### src/cvtmg_pkg.sv
`timescale 1ns / 1ps
`default_nettype none
// ---------------------------------------------------------------------------
// cvtmg_pkg
// Shared constants and types for the control-voltage trimmed-mean gate.
// ---------------------------------------------------------------------------
package cvtmg_pkg;

  // Channel and burst geometry
  localparam int CHANNELS    = 4;
  localparam int CH_BITS     = 2;
  localparam int BURST_LEN   = 12;
  localparam int SETTLE_LEN  = 2;
  localparam int SAMPLE_BITS = 12;

  // Derived sizes
  localparam int TOTAL_LEN = SETTLE_LEN + BURST_LEN;
  localparam int CNT_BITS  = $clog2(TOTAL_LEN + 1);
  localparam int SUM_BITS  = SAMPLE_BITS + $clog2(BURST_LEN);
  localparam int KEPT_LEN  = BURST_LEN - 2;

  // Divide by KEPT_LEN as a multiply by a rounded-up reciprocal;
  // exact over the full SUM_BITS range for the lengths above.
  localparam int DIV_SHIFT = SUM_BITS + 3;
  localparam int DIV_RECIP = ((1 << DIV_SHIFT) + KEPT_LEN - 1) / KEPT_LEN;
  localparam int PROD_BITS = 2 * SUM_BITS;

  localparam logic [SAMPLE_BITS-1:0] SAMPLE_MAX = '1;

  // Configuration register indexes
  localparam int CFG_IDX_BITS = 2;
  typedef enum logic [CFG_IDX_BITS-1:0] {
    CFG_GATE_LOW  = 2'd0,
    CFG_GATE_HIGH = 2'd1,
    CFG_DIG_MASK  = 2'd2,
    CFG_UNUSED    = 2'd3
  } cfg_idx_t;

  // Reset values of the configuration registers
  localparam logic [SAMPLE_BITS-1:0] GATE_LOW_RST  = SAMPLE_BITS'(4096 / 3);
  localparam logic [SAMPLE_BITS-1:0] GATE_HIGH_RST = SAMPLE_BITS'((4096 * 2) / 3);

  typedef logic [SAMPLE_BITS-1:0] sample_t;
  typedef logic [SUM_BITS-1:0]    sum_t;
  typedef logic [CNT_BITS-1:0]    cnt_t;
  typedef logic [CH_BITS-1:0]     ch_t;

endpackage : cvtmg_pkg
`default_nettype wire

### src/cv_trimmed_mean_gate.sv
`timescale 1ns / 1ps
`default_nettype none
// Data path: a transferred input is loaded into the input register; from it the
//   burst state update and the result register are written.
// Throughput: one sample per cycle unless a burst end waits on a full output; the
//   per-channel update and divide-by-reciprocal multiply fit in one compute stage.
// Reset: synchronous, active low; clears all bursts, gates low, thresholds
//   to 1365 / 2730, digital mask cleared. No clearing pass is needed.
// ---------------------------------------------------------------------------
// cv_trimmed_mean_gate
// Per-channel burst filter: discards settling samples, sums a burst while
// tracking min/max, emits the trimmed rounded mean and a hysteresis gate.
// ---------------------------------------------------------------------------
module cv_trimmed_mean_gate
  import cvtmg_pkg::*;
(
  input  wire logic                    clk,
  input  wire logic                    rst_n,
  // configuration write channel
  input  wire logic                    cfg_valid,
  output logic                         cfg_ready,
  input  wire logic [CFG_IDX_BITS-1:0] cfg_index,
  input  wire logic [SAMPLE_BITS-1:0]  cfg_data,
  // sample input channel
  input  wire logic                    in_valid,
  output logic                         in_ready,
  input  wire logic [CH_BITS-1:0]      in_channel,
  input  wire logic [SAMPLE_BITS-1:0]  in_sample,
  // result channel
  output logic                         out_valid,
  input  wire logic                    out_ready,
  output logic [CH_BITS-1:0]           out_channel,
  output logic [SAMPLE_BITS-1:0]       out_level,
  output logic                         out_gate
);

  // Configuration registers
  sample_t             gate_low_r;
  sample_t             gate_high_r;
  logic [CHANNELS-1:0] dig_mask_r;

  // Per-channel burst state
  sum_t                sum_r   [CHANNELS];
  sample_t             min_r   [CHANNELS];
  sample_t             max_r   [CHANNELS];
  cnt_t                cnt_r   [CHANNELS];
  logic [CHANNELS-1:0] gate_r;

  // Input register
  logic    s1_v_r;
  ch_t     s1_ch_r;
  sample_t s1_smp_r;

  // Output register
  logic    out_valid_r;
  ch_t     out_ch_r;
  sample_t out_level_r;
  logic    out_gate_r;

  // Compute stage signals
  logic                 s1_dig;
  logic                 s1_settle;
  logic                 s1_last;
  logic                 s1_res;
  logic                 s1_go;
  logic                 out_free;
  sum_t                 sum_nxt;
  sample_t              min_nxt;
  sample_t              max_nxt;
  cnt_t                 cnt_nxt;
  sum_t                 trim_sum;
  logic [PROD_BITS-1:0] prod;
  sample_t              level_nxt;
  sample_t              inv_level;
  logic                 gate_nxt;

  assign cfg_ready = 1'b1;

  // Configuration writes; unused index is ignored
  always_ff @(posedge clk) begin
    if (!rst_n) begin
      gate_low_r  <= GATE_LOW_RST;
      gate_high_r <= GATE_HIGH_RST;
      dig_mask_r  <= '0;
    end else if (cfg_valid && cfg_ready) begin
      case (cfg_idx_t'(cfg_index))
        CFG_GATE_LOW:  gate_low_r  <= cfg_data;
        CFG_GATE_HIGH: gate_high_r <= cfg_data;
        CFG_DIG_MASK:  dig_mask_r  <= cfg_data[CHANNELS-1:0];
        default: ;
      endcase
    end
  end

  // Burst bookkeeping for the sample in the input register
  always_comb begin
    s1_dig    = dig_mask_r[s1_ch_r];
    s1_settle = (cnt_r[s1_ch_r] < CNT_BITS'(SETTLE_LEN));
    sum_nxt   = sum_r[s1_ch_r] + SUM_BITS'(s1_smp_r);
    min_nxt   = (s1_smp_r < min_r[s1_ch_r]) ? s1_smp_r : min_r[s1_ch_r];
    max_nxt   = (s1_smp_r > max_r[s1_ch_r]) ? s1_smp_r : max_r[s1_ch_r];
    cnt_nxt   = cnt_r[s1_ch_r] + CNT_BITS'(1);
    s1_last   = !s1_dig && !s1_settle && (cnt_nxt == CNT_BITS'(TOTAL_LEN));
  end

  // Trimmed rounded mean and hysteresis gate
  always_comb begin
    trim_sum  = sum_nxt - SUM_BITS'(min_nxt) - SUM_BITS'(max_nxt)
                + SUM_BITS'(KEPT_LEN / 2);
    prod      = PROD_BITS'(trim_sum) * PROD_BITS'(DIV_RECIP);
    level_nxt = prod[DIV_SHIFT +: SAMPLE_BITS];
    inv_level = SAMPLE_MAX - level_nxt;
    if (gate_r[s1_ch_r]) begin
      gate_nxt = (inv_level >= gate_low_r);
    end else begin
      gate_nxt = (inv_level > gate_high_r);
    end
  end

  // Stage handshake: only an item with a result needs the output slot
  assign out_free = !out_valid_r || out_ready;
  assign s1_res   = s1_v_r && s1_last;
  assign s1_go    = s1_v_r && (!s1_last || out_free);
  assign in_ready = !s1_v_r || s1_go;

  // Input register
  always_ff @(posedge clk) begin
    if (!rst_n) begin
      s1_v_r <= 1'b0;
    end else if (in_ready) begin
      s1_v_r <= in_valid;
    end
  end

  always_ff @(posedge clk) begin
    if (in_valid && in_ready) begin
      s1_ch_r  <= in_channel;
      s1_smp_r <= in_sample;
    end
  end

  // Per-channel state update
  always_ff @(posedge clk) begin
    if (!rst_n) begin
      for (int i = 0; i < CHANNELS; i++) begin
        sum_r[i] <= '0;
        min_r[i] <= SAMPLE_MAX;
        max_r[i] <= '0;
        cnt_r[i] <= '0;
      end
      gate_r <= '0;
    end else if (s1_go) begin
      if (s1_dig || s1_last) begin
        sum_r[s1_ch_r]  <= '0;
        min_r[s1_ch_r]  <= SAMPLE_MAX;
        max_r[s1_ch_r]  <= '0;
        cnt_r[s1_ch_r]  <= '0;
        gate_r[s1_ch_r] <= s1_dig ? 1'b0 : gate_nxt;
      end else if (s1_settle) begin
        cnt_r[s1_ch_r] <= cnt_nxt;
      end else begin
        sum_r[s1_ch_r] <= sum_nxt;
        min_r[s1_ch_r] <= min_nxt;
        max_r[s1_ch_r] <= max_nxt;
        cnt_r[s1_ch_r] <= cnt_nxt;
      end
    end
  end

  // Output register
  always_ff @(posedge clk) begin
    if (!rst_n) begin
      out_valid_r <= 1'b0;
    end else if (s1_go && s1_res) begin
      out_valid_r <= 1'b1;
    end else if (out_ready) begin
      out_valid_r <= 1'b0;
    end
  end

  always_ff @(posedge clk) begin
    if (s1_go && s1_res) begin
      out_ch_r    <= s1_ch_r;
      out_level_r <= level_nxt;
      out_gate_r  <= gate_nxt;
    end
  end

  assign out_valid   = out_valid_r;
  assign out_channel = out_ch_r;
  assign out_level   = out_level_r;
  assign out_gate    = out_gate_r;

  // Assertions
  a_cnt_bound: assert property (@(posedge clk) disable iff (!rst_n)
    s1_v_r |-> (cnt_r[s1_ch_r] < CNT_BITS'(TOTAL_LEN)))
    else $error("burst count past end of burst");

  a_res_source: assert property (@(posedge clk) disable iff (!rst_n)
    $rose(out_valid_r) |-> $past(s1_v_r && s1_last))
    else $error("result without a completed burst");

  a_no_overwrite: assert property (@(posedge clk) disable iff (!rst_n)
    (out_valid_r && !out_ready) |-> !(s1_go && s1_res))
    else $error("pending result overwritten");

  a_dig_clears: assert property (@(posedge clk) disable iff (!rst_n)
    (s1_go && s1_dig) |=> (gate_r[$past(s1_ch_r)] == 1'b0)
                          && (cnt_r[$past(s1_ch_r)] == '0))
    else $error("digital channel not cleared");

  a_in_stall: assert property (@(posedge clk) disable iff (!rst_n)
    (s1_v_r && !s1_go) |=> (s1_v_r && $stable(s1_ch_r) && $stable(s1_smp_r)))
    else $error("stalled input register changed");

endmodule : cv_trimmed_mean_gate
`default_nettype wire
### config.mk
export PLATFORM = sky130hd
export DESIGN_NAME = cv_trimmed_mean_gate
export DESIGN_NICKNAME = d
export VERILOG_FILES = /design/src/cvtmg_pkg.sv /design/src/cv_trimmed_mean_gate.sv
export SDC_FILE = /design/constraint.sdc
export NUM_CORES = 1
export LEC_CHECK = 0
export BUFFER_PORTS_ARGS = -buffer_cell sky130_fd_sc_hd__buf_2
export CORE_MARGIN = 2
export CORE_UTILIZATION = 55
export CTS_BUF_LIST = sky130_fd_sc_hd__clkbuf_2 sky130_fd_sc_hd__clkbuf_4 sky130_fd_sc_hd__clkbuf_8
export CTS_CLUSTER_SIZE = 14
export DETAILED_ROUTE_END_ITERATION = 7
export PLACE_DENSITY = 0.84
export SYNTH_ARGS = -nofsm -noshare
export SYNTH_HDL_FRONTEND = slang
export SYNTH_SLANG_ARGS = --single-unit
### constraint.sdc
create_clock -name clk -period 17.25 [get_ports clk]
set_clock_uncertainty 0.15 [all_clocks]
set_input_delay 3.45 -clock clk [delete_from_list [all_inputs] [get_ports clk]]
set_output_delay 3.45 -clock clk [all_outputs]
set_load 0.05 [all_outputs]
* Word-level counts from Yosys, hierarchy flattened
Memory sizes are Yosys's and may differ from the RTL's. A register that Yosys moved wholly into a read port is not among the register bits.
Index checks and enable logic that the tools add are counted.
** Word-level totals
- Output and inout port bits :: 18
- Word-level logic and storage cells :: 112
- Bits in registers :: 63
- Bits of input ports :: 33
- Memories :: 4
- RAM bits :: 176
** Cells by class
- Bitwise operators :: 5
- $mul :: 1
- Muxes and demuxes :: 49
- Magnitude comparators :: 7
- Add/subtract/negate cells :: 6
- Reduce and logical (&&, ||, !) cells :: 26
- Equal/unequal tests :: 3
** Memory list
- sum_r :: depth 4, width 16, read ports 1, clocked after Yosys merged registers in 1, wr ports 4, RTL line cv_trimmed_mean_gate.sv:43 : sum_t sum_r [CHANNELS];
- max_r :: depth 4, width 12, read ports 1, clocked after Yosys merged registers in 1, wr ports 4, RTL line cv_trimmed_mean_gate.sv:45 : sample_t max_r [CHANNELS];
- min_r :: depth 4, width 12, read ports 1, clocked after Yosys merged registers in 1, wr ports 4, RTL line cv_trimmed_mean_gate.sv:44 : sample_t min_r [CHANNELS];
- cnt_r :: depth 4, width 4, read ports 1, clocked after Yosys merged registers in 1, wr ports 4, RTL line cv_trimmed_mean_gate.sv:46 : cnt_t cnt_r [CHANNELS];
** Operators by type and width (number)
- $mux 12 :: 6
- $mux 16 :: 2
- $sub 16x12->16 :: 2
- $mul 16x16->31 const B :: 1
- $mux 1 :: 26
- $gt 12x12->1 :: 2
- $reduce_or 12->1 :: 2
- $add 16x12->16 :: 1
- $add 16x3->16 const B :: 1
- $mux 2 :: 8
- $reduce_or 16->1 :: 1
- $ge 12x12->1 :: 1
- $lt 12x12->1 :: 1
- $mux 4 :: 3
- $sub 12x12->12 const A :: 1
- $reduce_and 2->1 :: 4
- $logic_and 1x1->1 :: 7
- $logic_not 1->1 :: 5
- $or 1x1->1 :: 5
- $add 4x1->4 const B :: 1
- $bmux 1 s2 :: 2
- $bwmux 4 :: 1
- $eq 4x4->1 const B :: 1
- $logic_or 1x1->1 :: 4
- other kinds (9) :: 9

* Longest topological paths before layout
Gate-level depths: netlist (run 1).
- Word-level depth :: 15
- Depth in mapped cells :: 60
- Gate-level depth less buffers :: 56

* Worst setup path after synthesis (run 1)
OpenSTA, ideal clock, no wires.
- Path kind :: register to register
- Start point :: register with a tool-made name
- End point :: register out_gate_r (netlist: out_gate) (data pin)
- Stages on the path, launching flop included :: 60
- Data arrival time :: 13.071 ns
- Library setup time :: 0.145 ns
- Path buffers :: 4
- Required time :: 16.955 ns
- Setup slack :: 3.885 ns
- Clock period less this slack :: 13.365 ns
- Cells stage by stage :: dfxtp_1 buf_6 buf_2 buf_1 mux4_2 inv_1 ha_1 nor2b_1 o21ai_0 nand2b_1 a21oi_1 nor3_1 a2111oi_0 nor2_1 clkbuf_1 mux2i_1 inv_1 ha_1 [... 24 more ...] ha_1 o21ai_0 nor2_1 o32a_1 o31a_1 a311oi_2 o21bai_1 a31o_2 a21oi_2 xor2_1 ha_1 nand4_1 inv_1 nand4_1 or2_2 o311ai_2 nor2_1 o21ai_1
** RTL lines
- to (signal assigned) :: RTL line cv_trimmed_mean_gate.sv:185 : out_gate_r <= gate_nxt;
- to (decl) :: RTL line cv_trimmed_mean_gate.sv:58 : logic out_gate_r;

==> results of run 1 <==
==> worst min-delay path: stages, from the launching register on <==
cell and delay, ps:
sky130_fd_sc_hd__dfxtp_1 310, sky130_fd_sc_hd__nand2_1 50, sky130_fd_sc_hd__a21boi_0 60
==> logic make-up (layout without fill, tap and decap cells) <==
logic type,after synthesis,count (layout)
AND/OR/NAND/NOR,405,405
XOR/XNOR,58,58
flip-flops,241,241
buffers and inverters,325,408
other,1,1
AO/OA/AOI/OAI,185,185
multiplexers,78,78
adder cells (fa/ha/maj),302,302
==> stage by stage <==
stage | cells | hold slack, ps | worst slack (ps)
floorplan | 1595 | 274 | 3880
global placement | 2009 | 303 | 3070
detailed placement | 2009 | 312 | 2770
CTS | 2080 | 321 | 2700
global route | 2080 | 347 | 1610
finish | 2080 | 320 | 2660
==> placed cells by master (no fill, tap or decap), types with 12 or more instances in the layout <==
master | netlist | final
sky130_fd_sc_hd__xor2_1 | 25 | 25
sky130_fd_sc_hd__fa_1 | 88 | 88
sky130_fd_sc_hd__mux2i_1 | 29 | 29
sky130_fd_sc_hd__nand2b_1 | 20 | 20
sky130_fd_sc_hd__nand3_1 | 18 | 18
sky130_fd_sc_hd__mux4_2 | 45 | 45
sky130_fd_sc_hd__o21ai_0 | 32 | 32
sky130_fd_sc_hd__a21oi_1 | 37 | 37
sky130_fd_sc_hd__nor2_1 | 145 | 145
sky130_fd_sc_hd__inv_1 | 278 | 278
sky130_fd_sc_hd__nor3_1 | 21 | 21
sky130_fd_sc_hd__a21o_1 | 17 | 17
sky130_fd_sc_hd__xnor2_1 | 31 | 31
sky130_fd_sc_hd__dfxtp_1 | 36 | 34
sky130_fd_sc_hd__nand2_1 | 122 | 122
sky130_fd_sc_hd__clkbuf_4 | 0 | 13
sky130_fd_sc_hd__buf_2 | 14 | 49
sky130_fd_sc_hd__clkbuf_8 | 0 | 41
sky130_fd_sc_hd__nand4_1 | 12 | 12
sky130_fd_sc_hd__ha_1 | 214 | 214
sky130_fd_sc_hd__o211ai_1 | 17 | 17
sky130_fd_sc_hd__a21boi_0 | 17 | 17
sky130_fd_sc_hd__or3_1 | 12 | 12
sky130_fd_sc_hd__edfxtp_1 | 205 | 205
==> area by class of cell <==
cell class	instances	area [um^2]
inverter	280	1050
sequential	241	6880
tap	402	503
clock buffer	54	662
multi-input combinational	1029	9470
timing repair buffer	57	305
clock inverter	17	78.8
fill	2460	12600
==> flip-flops by register name, summed over array words and instances (netlist names), 2 cells and up, named ones only <==
signal,flops
s1_smp_r,12
gate_r,4
max_r,48
sum_r,64
dig_mask_r,4
out_channel,2
s1_ch_r,2
gate_low_r,12
out_level,12
cnt_r,16
gate_high_r,12
min_r,48
==> synth_stat cells, types with 10 or more instances <==
cell type,n
sky130_fd_sc_hd__inv_1,278
sky130_fd_sc_hd__ha_1,214
sky130_fd_sc_hd__edfxtp_1,205
sky130_fd_sc_hd__nor2_1,145
sky130_fd_sc_hd__nand2_1,122
sky130_fd_sc_hd__fa_1,88
sky130_fd_sc_hd__mux4_2,45
sky130_fd_sc_hd__a21oi_1,37
sky130_fd_sc_hd__dfxtp_1,36
sky130_fd_sc_hd__o21ai_0,32
sky130_fd_sc_hd__xnor2_1,31
sky130_fd_sc_hd__mux2i_1,29
sky130_fd_sc_hd__xor2_1,25
sky130_fd_sc_hd__nor3_1,21
sky130_fd_sc_hd__nand2b_1,20
sky130_fd_sc_hd__clkbuf_1,19
sky130_fd_sc_hd__nand3_1,18
sky130_fd_sc_hd__a21boi_0,17
sky130_fd_sc_hd__a21o_1,17
sky130_fd_sc_hd__o211ai_1,17
sky130_fd_sc_hd__buf_2,14
sky130_fd_sc_hd__and2_1,12
sky130_fd_sc_hd__nand4_1,12
sky130_fd_sc_hd__or3_1,12
sky130_fd_sc_hd__or2_2,11
sky130_fd_sc_hd__nor2b_1,10
==> path summary, 6_finish.rpt <==
kind | startpoint | endpoint
worst max-delay path | flip-flop | out_gate
worst max register to register | flip-flop | out_gate
worst min-delay path | gate_high_r[10] | gate_high_r[10]
worst min register to register | gate_high_r[10] | gate_high_r[10]
==> per-layer routing <==
metal / global-route usage (%) / share of wire (%)
met2: 41.2 / 50
met4: 6.88 / 2.0
met3: 4.01 / 7.2
met1: 30.9 / 41
met5: 0 / 0
==> metrics, run 1 <==
run status completed; most instantiated flip-flop cell in the synthesis netlist sky130_fd_sc_hd__edfxtp_1; library cell occupying the most area in the post-synthesis netlist sky130_fd_sc_hd__edfxtp_1; slew margin rel. approximately 18%; Worst Tran Pin Value ~1200 ps; buffers and inverters on the worst path 11; number of I/O port buffers between 40 and 50; Reg2Reg Depth 55; XOR/XNOR Fraction of Synth Area about 3%; wire length of the first global-routing pass between 60 and 70 mm; detailed placer's ending HPWL around 29 mm; Antenna diodes 0; setup repair after global routing missed its margin no; Avg Vias per Cell about 5.8; class of the tightest hold or removal check reg2reg; Synth Register Bits approximately 240; time the worst path needs with I/O delays and setup 14,590 ps; maximum number of buffers from clock root to sink 3; Post-CTS Resized 0; number of remaining DRC errors 0; final hold violation count 0; post-layout net count between 1,500 and 2,000; maximum number of pins on one net before global-route repair 41; share of the core filled with cells in the final layout 60.0%; ratio of final minimum period to clock period a little over four fifths; EDFF count, synth between 200 and 250; post-synthesis average cell area roughly 11 um^2; Clock transition at path regs about 60 ps; vias in the first global route about 12,000; area added between synthesis and finish 7.45%; number of stages on the worst setup path 55; max-capacitance violation count 0; type of destination of the critical path flip-flop; fraction of layout instances using a drive strength above 1 11.9%; main combinational cell family by area after synthesis adder cells; register-to-register setup slack between 2000 and 3000 ps; Starting DRT DRC Count approximately 880; detailed-route via count 12,000; total number of H-tree levels 2; clock insertion delay at the later pin of the skew report ~570 ps; count of endpoints failing setup in the final report 0; sink count of the clock tree 241; post-CTS setup buffer count 0; category of the most critical setup path reg2reg; post-route setup TNS 0 ps; multiplexer share of the synthesized area 7.65%; row cnt 65; Remaining Overflow, GRT 0; total CTS buffers 39; post-synth cell types 73; effective utilization at floorplan 55.9%; post-synthesis compound-gate area fraction 7.25%; adder and majority gate portion of the synthesized area 25.2%; cts hold-fix bufs 0; critical path's most frequent cell sky130_fd_sc_hd__inv_1; share of Yosys cell area claimed by the top area cell type between 30% and 40%; synthesized net count between 1,500 and 2,000; CTS tree built; required arrival time at the worst endpoint approximately 18,000 ps; Global Route Usage Sum around a quarter; die footprint about 0.034 mm^2; number of antenna violations at the first check in global routing 0; # IOs 51; top cells by area in the synthesized netlist sky130_fd_sc_hd__edfxtp_1, sky130_fd_sc_hd__ha_1, sky130_fd_sc_hd__fa_1, sky130_fd_sc_hd__inv_1, sky130_fd_sc_hd__mux4_2; Initial DRT Pass Iterations 5; CORE AREA around 0.032 mm^2; gate count after technology mapping roughly 1,600; Cell Area, Synth 0.0176 mm^2; cell area after layout 0.0189 mm^2; post-detailed-route wirelength per cell roughly 19 um; Cell Area, Placed around 0.018 mm^2; Critical Path Fanout Max 33; number of stages on the worst hold path 2; Slew Limit Fails 0; floorplan die width about 180 um; max frequency around 0.07 GHz; Warnings, synthesis 0; Routed Wire Length 38.5 mm; cell class contributing the biggest share of worst-path delay adder cells; die span in y 183 um; endpoint arrival time on the critical path 14,830 ps; RD Place Congestion 0.958; post-synthesis share of cell area spent on and, or, nand and nor gates 10.5%; delay of the slowest critical-path stage between 600 and 700 ps; Routed Antenna Nets 0; share of flip-flops with an asynchronous set or reset after synthesis 0%; cell with the biggest individual delay on the critical path sky130_fd_sc_hd__buf_4; Seq/Total Area, Yosys about two fifths; kind of launch point of the worst setup path flip-flop; cell chosen for the clock root sky130_fd_sc_hd__clkbuf_8
Power of run 1 is not shown: default switching activity piles up to over one toggle a cycle in this logic, so the estimate is an artifact.
==> inputs of run 2 (changes only) <==
clock period = 13.55 ns   (was 17.25 ns; I/O delays follow)
==> run 2 against run 1 <==
  * Fmax is 10% higher
  * Setup slack worse by 2400 ps
  * Hold slack better by 4.9 ps
  * Critical path depth shrank 3
  * Via count rose by 2.7%
  * Routed wire length is 7.4% higher
  * First-iteration DRC count grew 21%
  * Sequential share of layout area decreased by 1.1 points
  * Register-to-register slack got worse by 2400 ps
  * Final cell count grew 1.3%
  * Flip-flop and latch count unchanged
  * Critical path type unchanged
==> metrics, run 2 (synthesis results as in run 1) <==
run status completed; max frequency about 0.076 GHz; Global Route Usage Sum between 20% and 30%; Worst Tran Pin Value between 1000 and 1500 ps; wire length of the first global-routing pass around 66 mm; Cell Area, Placed 0.0183 mm^2; class of the tightest hold or removal check reg2reg; total number of H-tree levels 2; number of remaining DRC errors 0; share of the core filled with cells in the final layout between 60% and 70%; ratio of final minimum period to clock period a little under 100%; row cnt 65; # IOs around 50; detailed-route via count between 10,000 and 15,000; register bank with the most flops sum_r; Critical Path Fanout Max 6; total CTS buffers 41; critical path's most frequent cell sky130_fd_sc_hd__inv_1; Avg Vias per Cell approximately 5.9; vias in the first global route 13,000; maximum number of pins on one net before global-route repair a little over 40; Initial DRT Pass Iterations 5; most frequent cells in the layout sky130_fd_sc_hd__inv_1, sky130_fd_sc_hd__ha_1, sky130_fd_sc_hd__edfxtp_1; non-filler instance count after layout 2,106; Slew Limit Fails 0; Routed Antenna Nets 0; area added between synthesis and finish 10.9%; slew margin rel. roughly 21%; count of endpoints failing setup in the final report 0; flip-flop count of the largest register, all copies and words added 64; delay of the slowest critical-path stage 560 ps; effective utilization at floorplan a little under three fifths; Clock transition at path regs 70 ps; maximum number of buffers from clock root to sink 3; most frequent standard cell in the layout excluding fill and tap cells sky130_fd_sc_hd__inv_1; final hold violation count 0; floorplan die width around 180 um; kind of launch point of the worst setup path flip-flop; CTS tree built; category of the most critical setup path reg2reg; cell with the biggest individual delay on the critical path sky130_fd_sc_hd__fa_1; number of placed cells counting well taps between 2,000 and 2,500; RD Place Congestion ~0.94; fraction of layout instances using a drive strength above 1 15.4%; sink count of the clock tree around 240; cell area after layout slightly below 0.02 mm^2; die footprint ~0.034 mm^2; clock insertion delay at the later pin of the skew report around 560 ps; worst hold slack 325 ps; startpoint of the worst hold path gate_low_r[1]; post-layout net count around 2,000; Starting DRT DRC Count ~1,100; detailed placer's ending HPWL a little under 30 mm; Remaining Overflow, GRT 0; registers with the most flip-flops sum_r: 64 flops, max_r: 48 flops, min_r: 48 flops; cell chosen for the clock root sky130_fd_sc_hd__clkbuf_8; post-detailed-route wirelength per cell between 15 and 20 um; die span in y approximately 180 um; Routed Wire Length 41.4 mm; max-capacitance violation count 0; required arrival time at the worst endpoint 13,810 ps; Antenna diodes 0; type of destination of the critical path flip-flop; endpoint arrival time on the critical path about 14,000 ps; number of I/O port buffers 49; number of antenna violations at the first check in global routing 0; time the worst path needs with I/O delays and setup about 13,000 ps; cts hold-fix bufs 0; CORE AREA around 0.032 mm^2
run 2: per-stage QoR:
stage,worst slack (ps),setup TNS [ps]
floorplan,185,0
global placement,462,0
detailed placement,13.4,0
CTS,60.3,0
global route,-193,-833
finish,308,0
run 2: metal layers:
layer,vias up,routed length [um],GRT usage (%)
met1,6068,16100,32.3
met2,544,20900,43.6
met5,-,0,0
met4,0,991,8.16
li1,5646,-,-
met3,91,3290,4.39
run 2: final timing paths:
| check | endpoint | slack, ps | depth (start not counted) |
|---|---|---|---|
| setup / recovery | out_gate | 310 | 52 |
| hold reg to reg | gate_low_r[1] | 330 | 2 |
| setup reg to reg | out_gate | 310 | 52 |
| hold / removal | gate_low_r[1] | 330 | 2 |
run 2: what timing repair did:
action | in CTS | in global routing
resized for setup | 3 | 53
endpoints found under the setup margin | 5 | 5
pin swaps | 0 | 8
setup buffers | 0 | 13
gates cloned | 0 | 0
run 2: cell type report:
type / count / area (um^2)
fill: 2396 / 12000
multi-input combinational: 1029 / 9750
sequential: 241 / 6880
inverter: 280 / 1050
clock buffer: 56 / 696
timing repair buffer: 80 / 519
tap: 402 / 503
clock inverter: 18 / 138
run 2: critical path: cells and delay by family (launching register included):
kind,cells,cell delay (ps)
adder cells (fa/ha/maj),13,5380
AO/OA/AOI/OAI,16,3790
AND/OR/NAND/NOR,9,1460
buffers and inverters,10,860
multiplexers,2,710
flip-flops,1,400
XOR/XNOR,2,330
Power of run 2 is left out for the same reason.
